[config.mk]
export PLATFORM = sky130hd
export DESIGN_NAME = blop_mult
export DESIGN_NICKNAME = d
export VERILOG_FILES = /design/src/hdl/blop_pkg.sv /design/src/hdl/blop_mult.sv
export SDC_FILE = /design/constraint.sdc
export NUM_CORES = 2
export LEC_CHECK = 0
export BUFFER_PORTS_ARGS = -buffer_cell sky130_fd_sc_hd__buf_4
export CORE_ASPECT_RATIO = 1.4
export CORE_UTILIZATION = 45
export DETAILED_ROUTE_END_ITERATION = 10
export PLACE_DENSITY = 0.58
export REMOVE_ABC_BUFFERS = 1
export SLEW_MARGIN = 40
export SYNTH_ARGS = -nofsm -noshare
export SYNTH_HDL_FRONTEND = slang
export SYNTH_SLANG_ARGS = --single-unit
export TNS_END_PERCENT = 5
[constraint.sdc]
create_clock -name clock -period 14.9 [get_ports clock]
set_input_delay 0.745 -clock clock [delete_from_list [all_inputs] [get_ports clock]]
set_output_delay 0.745 -clock clock [all_outputs]
set_load 0.02 [all_outputs]
[src/hdl/blop_pkg.sv]
// ============================================================================
// blop_pkg: shared types and constants for the binomial lattice pricer
// Sequencer states, CSR indexes, Q2.30 rounding and payoff helpers.
// ============================================================================
package blop_pkg;

   localparam int PRICE_W = 32;  // Q16.16 price
   localparam int FACT_W  = 32;  // Q2.30 factor operand
   localparam int PROD_W  = PRICE_W + FACT_W;
   localparam int STEP_W  = 8;   // step_count register width
   localparam int ADDR_W  = 5;   // CSR byte address width

   localparam logic [PRICE_W-1:0] PRICE_MAX = {PRICE_W{1'b1}};
   localparam logic [30:0]        Q_ONE     = 31'h4000_0000;
   localparam logic [PROD_W:0]    Q_HALF    = (PROD_W+1)'(64'h2000_0000);

   // CSR reset values
   localparam logic [STEP_W-1:0] RST_STEP_COUNT = 8'd100;
   localparam logic [31:0]       RST_UP_FACTOR  = 32'd1107296256;
   localparam logic [30:0]       RST_DOWN       = 31'd1040187392;
   localparam logic [30:0]       RST_DISCOUNT   = 31'd1073741824;
   localparam logic [30:0]       RST_UP_PROB    = 31'd536870912;

   typedef enum logic [2:0] {
      CSR_STEP_COUNT    = 3'd0,
      CSR_UP_FACTOR     = 3'd1,
      CSR_DOWN_FACTOR   = 3'd2,
      CSR_STEP_DISCOUNT = 3'd3,
      CSR_UP_PROBABILITY = 3'd4
   } csr_index_type;

   typedef enum logic [3:0] {
      ST_IDLE,
      ST_DN_WR,    // store down-chain price, start next down multiply
      ST_DN_MUL,   // round down-chain product
      ST_LF_RD,    // read first leaf seed
      ST_LF_LD,    // latch leaf seed
      ST_LF_CHK,   // start up multiply or finish leaf
      ST_LF_MUL,   // round up product
      ST_LF_WR,    // store leaf payoff
      ST_FD_LO,    // latch node 0 at level start
      ST_FD_MUP,   // q * v_up
      ST_FD_MDN,   // (1-q) * v_down
      ST_FD_MIX,   // round mix
      ST_FD_MDS,   // mix * discount
      ST_FD_WR,    // store folded node
      ST_FIN       // hand root to output register
   } state_type;

   // Round to nearest (ties up) from Q2.30 product, saturate to 32 bits
   function automatic logic [PRICE_W-1:0] qround(input logic [PROD_W-1:0] p);
      logic [PROD_W:0] sum;
      logic [PROD_W-30:0] r;
      sum = {1'b0, p} + Q_HALF;
      r   = sum[PROD_W:30];
      if (r[PROD_W-30:PRICE_W] != '0) begin
         return PRICE_MAX;
      end
      return r[PRICE_W-1:0];
   endfunction

   function automatic logic [PRICE_W-1:0] payoff(input logic [PRICE_W-1:0] st,
                                                input logic [PRICE_W-1:0] strike,
                                                input logic              put);
      if (put) begin
         return (strike > st) ? strike - st : '0;
      end
      return (st > strike) ? st - strike : '0;
   endfunction

endpackage

[src/hdl/blop_mult.sv]
// ============================================================================
// blop_mult: shared 32x32 unsigned multiplier
// One registered product per cycle; the sequencer steers the operands.
// ============================================================================
module blop_mult
   import blop_pkg::*;
(
   input  logic                clock,
   input  logic [PRICE_W-1:0]  op_a,
   input  logic [FACT_W-1:0]   op_b,
   output logic [PROD_W-1:0]   prod
);

   logic [PROD_W-1:0] prod_ff;

   always_ff @(posedge clock) begin
      prod_ff <= PROD_W'(op_a) * PROD_W'(op_b);
   end

   assign prod = prod_ff;

endmodule

# --- After elaboration in Yosys (flattened, before gate mapping) ---
# Index checks and enable logic that the tools add are counted.
word_totals:
  reg_bits: 64
  input_bits: 65
  out_inout_bits: 64
  wordCells: 2
op_classes:
  mul: 1
ops:
  columns: ["op", "count"]
  rows:
  - ["$mul A32 B32 Y64", 1]

# --- Longest topological paths before layout ---
logic_depth:
  depth_word: 1
  ltp_mapped: 29
  ltp_nobuf: 27

# --- Worst setup path before layout ---
# No wires, ideal clock.
synth_path:
  path_kind: "in2reg"
  from: "in op_a[25]"
  to: "reg prod_ff[62] (netlist: prod[62])"
  setup_ns: 0.072
  t_arrival_ns: 7.426
  required_ns: 14.828
  path_slack_ns: 7.402
  path_stages: 25
  path_buffers: 2
  path_cell_list: "clkbuf_1 nand2_1 fa_1 inv_1 fa_1 inv_1 fa_1 inv_1 fa_1 fa_1 fa_1 fa_1 inv_1 fa_1 inv_1 ha_1 buf_2 nand4_1 or4_1 or3_1 a31oi_1 a31o_2 a211oi_1 o21ai_1 xor2_1"
synth_between:
  elab_chain_cells: 1
synth_rtl:
  columns: ["item", "line_no", "text"]
  rows:
  - ["start, declared", "blop_mult.sv:9", "input logic [PRICE_W-1:0] op_a,"]
  - ["$mul A32 B32 Y64", "blop_mult.sv:17", "prod_ff <= PROD_W'(op_a) * PROD_W'(op_b);"]
  - ["end signal, assigned", "blop_mult.sv:17", null]
  - ["end, declared", "blop_mult.sv:14", "logic [PROD_W-1:0] prod_ff;"]
# Every way passes these cells.

# --- Worst setup path in the final report ---
layout_path:
  from: "in op_a[29]"
  to: "reg prod_ff[62] (netlist: prod[62])"
# Same word-level chain as after synthesis.

==> results.cfg <==
[clocking]
cts-root-buf = clkbuf_16
holdBufCountCts = 0
clock-sinks = 64
post_cts_buffers = 0
clk_path_buf_depth = 2
path_clk_slew_ps = 60
h-tree-depth = 3
cts_tree = built
cts_resized = 0
cts_buffers = 9

[floorplanning]
die_x_um = 237
initial_utilization_pct = 45.4
dieArea_um2 = 78200
io_pins = 129
coreArea_um2 = 76400
rows = 120
die_h_um = 330

[outcome]
status = complete, no violations

[worst_setup_path]
crit_path_end_kind = flip-flop
crit_buf_inv = 4
startpoint_type = input pin
critPathCapture = prod[62]$_DFF_P_
slowest_stage = a31oi_1
required_ps = 15190
arrival_ps = 8460
worstSetupStartpoint = op_a[29]
worst-setup-path-type = input pin to flip-flop
cp_top_family = adder cells
crit_fanout = 32
path_cells = buf_4 > nand2_1 > fa_1 > inv_1 > fa_1 > inv_1 > fa_1 > fa_1 > inv_1 > fa_1 > fa_1 > fa_1 > fa_1 > ha_1 > nand4_1 > or4_1 > or3_1 > a31oi_1 > a31o_2 > a211oi_1 > o21ai_1 > xor2_1
max_stage_delay_ps = 610
cp_num_cells = 22
cpMostUsedCell = fa_1

[global_routing]
grt_max_degree = 33
gr-usage-all-layers_pct = 26.5
antenna_found_initial = 1
grt_pass1_wl_um = 156000
grt_pass1_vias = 27300
overflow = 0

[drt]
drtIter0Drc = 1188
vias_per_cell = 5.28
post_drt_wl_per_cell_um = 21.2
firstDrtPassIters = 5
remaining_drc_errors = 0
drt-total-wl_um = 98500
ant_nets = 0
vias = 24500

[synthesis]
synth.distinct_cells = 57
synth_edf_count = 0
ys_top_cells_by_area = fa_1 (52%), and2_1 (11%), ha_1 (9.5%)
synth_warnings = 0
syn_inst = 3748
yosysTopAreaCell = fa_1
ys.flop_type = dfxtp_1
synthArstFlopShare_pct = 0
syn_area_um2 = 34700
ys_ff_latch = 64
syn_avg_cell_area_um2 = 9.25
synth.most_common_cell = fa_1
ys_seq_area_share_pct = 3.69
synth_common_cells = fa_1 (896), inv_1 (865), and2_1 (602)
synth_top_area_share_pct = 51.7

[finish]
drive_gt1_share_pct = 4.41
largest_reg_flops = 64
fin_nets = 4892
finalNonFillerCells = 4650
syn_to_final_growth_pct = 4.82

[min_path]
hold_path.class = input pin to flip-flop

[placed_design]
io_buffers = 128
dp_cells = 4633
gp_congestion = 0.900
dp_hpwl_um = 78000

[sta]
period_share_pct = 54.9
final_hold_viol_count = 0
drv_slew = 0
post-route-min-period_ps = 8170
fmax_mhz = 122
fin_setup_tns_ps = 0
hold_slack_ps = 833
slew_headroom_pct = 52.5
rsz0062_at_grt = false
tightest_slew_ps = 709
setup_viol = 0

[job]
max_cap_viol_count = 0
[worst min-delay path by stage]
stage                                 from               to  slack [ps]  depth (start not counted)
after floorplan                    op_a[0]  prod[0]$_DFF_P_         870                          1
after global placement     prod[0]$_DFF_P_          prod[0]        1160                          1
after detailed placement  prod[10]$_DFF_P_         prod[10]        1160                          1
after CTS                          op_a[0]  prod[0]$_DFF_P_         820                          2
after global routing               op_a[0]  prod[0]$_DFF_P_         830                          2
final                              op_a[0]  prod[0]$_DFF_P_         830                          2
[final cells by class]
type / instances / area [um2]
flip-flops and latches: 64 / 1280
fillers: 7437 / 40100
clock inverters: 4 / 51.3
well taps: 976 / 1220
multi-input cells: 2599 / 29300
repair buffers: 129 / 968
diodes: 1 / 2.50
clock buffers: 12 / 256
inverters: 865 / 3250
[stage by stage]
step	setup slack, ps	util, %	area [um2]
after detailed placement	6390	47.1	36000
after CTS	6770	47.6	36300
after global placement	6440	47.1	36000
after global routing	6430	47.6	36300
after floorplan	7690	-	33800
final	6730	47.6	36300
[layout by cell type, fill, tap and decap left out, types with 20 or more instances in the layout]
cell type / netlist / final
o21ai_0: 21 / 21
and2_1: 602 / 602
xor2_1: 25 / 25
inv_1: 865 / 865
nand4_1: 23 / 23
fa_1: 896 / 896
xnor2_1: 35 / 35
nand2_1: 480 / 480
a21oi_1: 63 / 63
buf_4: 0 / 129
dfxtp_1: 64 / 64
a21o_1: 40 / 40
ha_1: 263 / 263
nor2_1: 20 / 20
[per-layer routing]
layer | vias up | share of wire [%] | GRT usage, %
li1 | 10700 | - | -
met1 | 13100 | 35 | 28.5
met2 | 578 | 57 | 52.0
met3 | 217 | 2.6 | 1.59
met4 | 0 | 5.8 | 13.5
met5 | - | 0 | 0
[kinds of logic (layout without fill, tap and decap cells)]
logic type / Yosys count / in the layout / synth area share, %
buffers and inverters: 1085 / 1010 / 11.8
and+or+nand+nor: 1177 / 1177 / 17.6
AOI/OAI and AO/OA: 202 / 202 / 4.15
adders and majority gates: 1159 / 1159 / 61.2
other: 0 / 1 / 0
DFF: 64 / 64 / 3.69
xor gates and xnor gates: 60 / 60 / 1.52
muxes: 1 / 1 / 0.0289
Power is left out: the tool's default activity adds up to more than one toggle a clock period on the data nets, which glitch-free logic cannot reach.
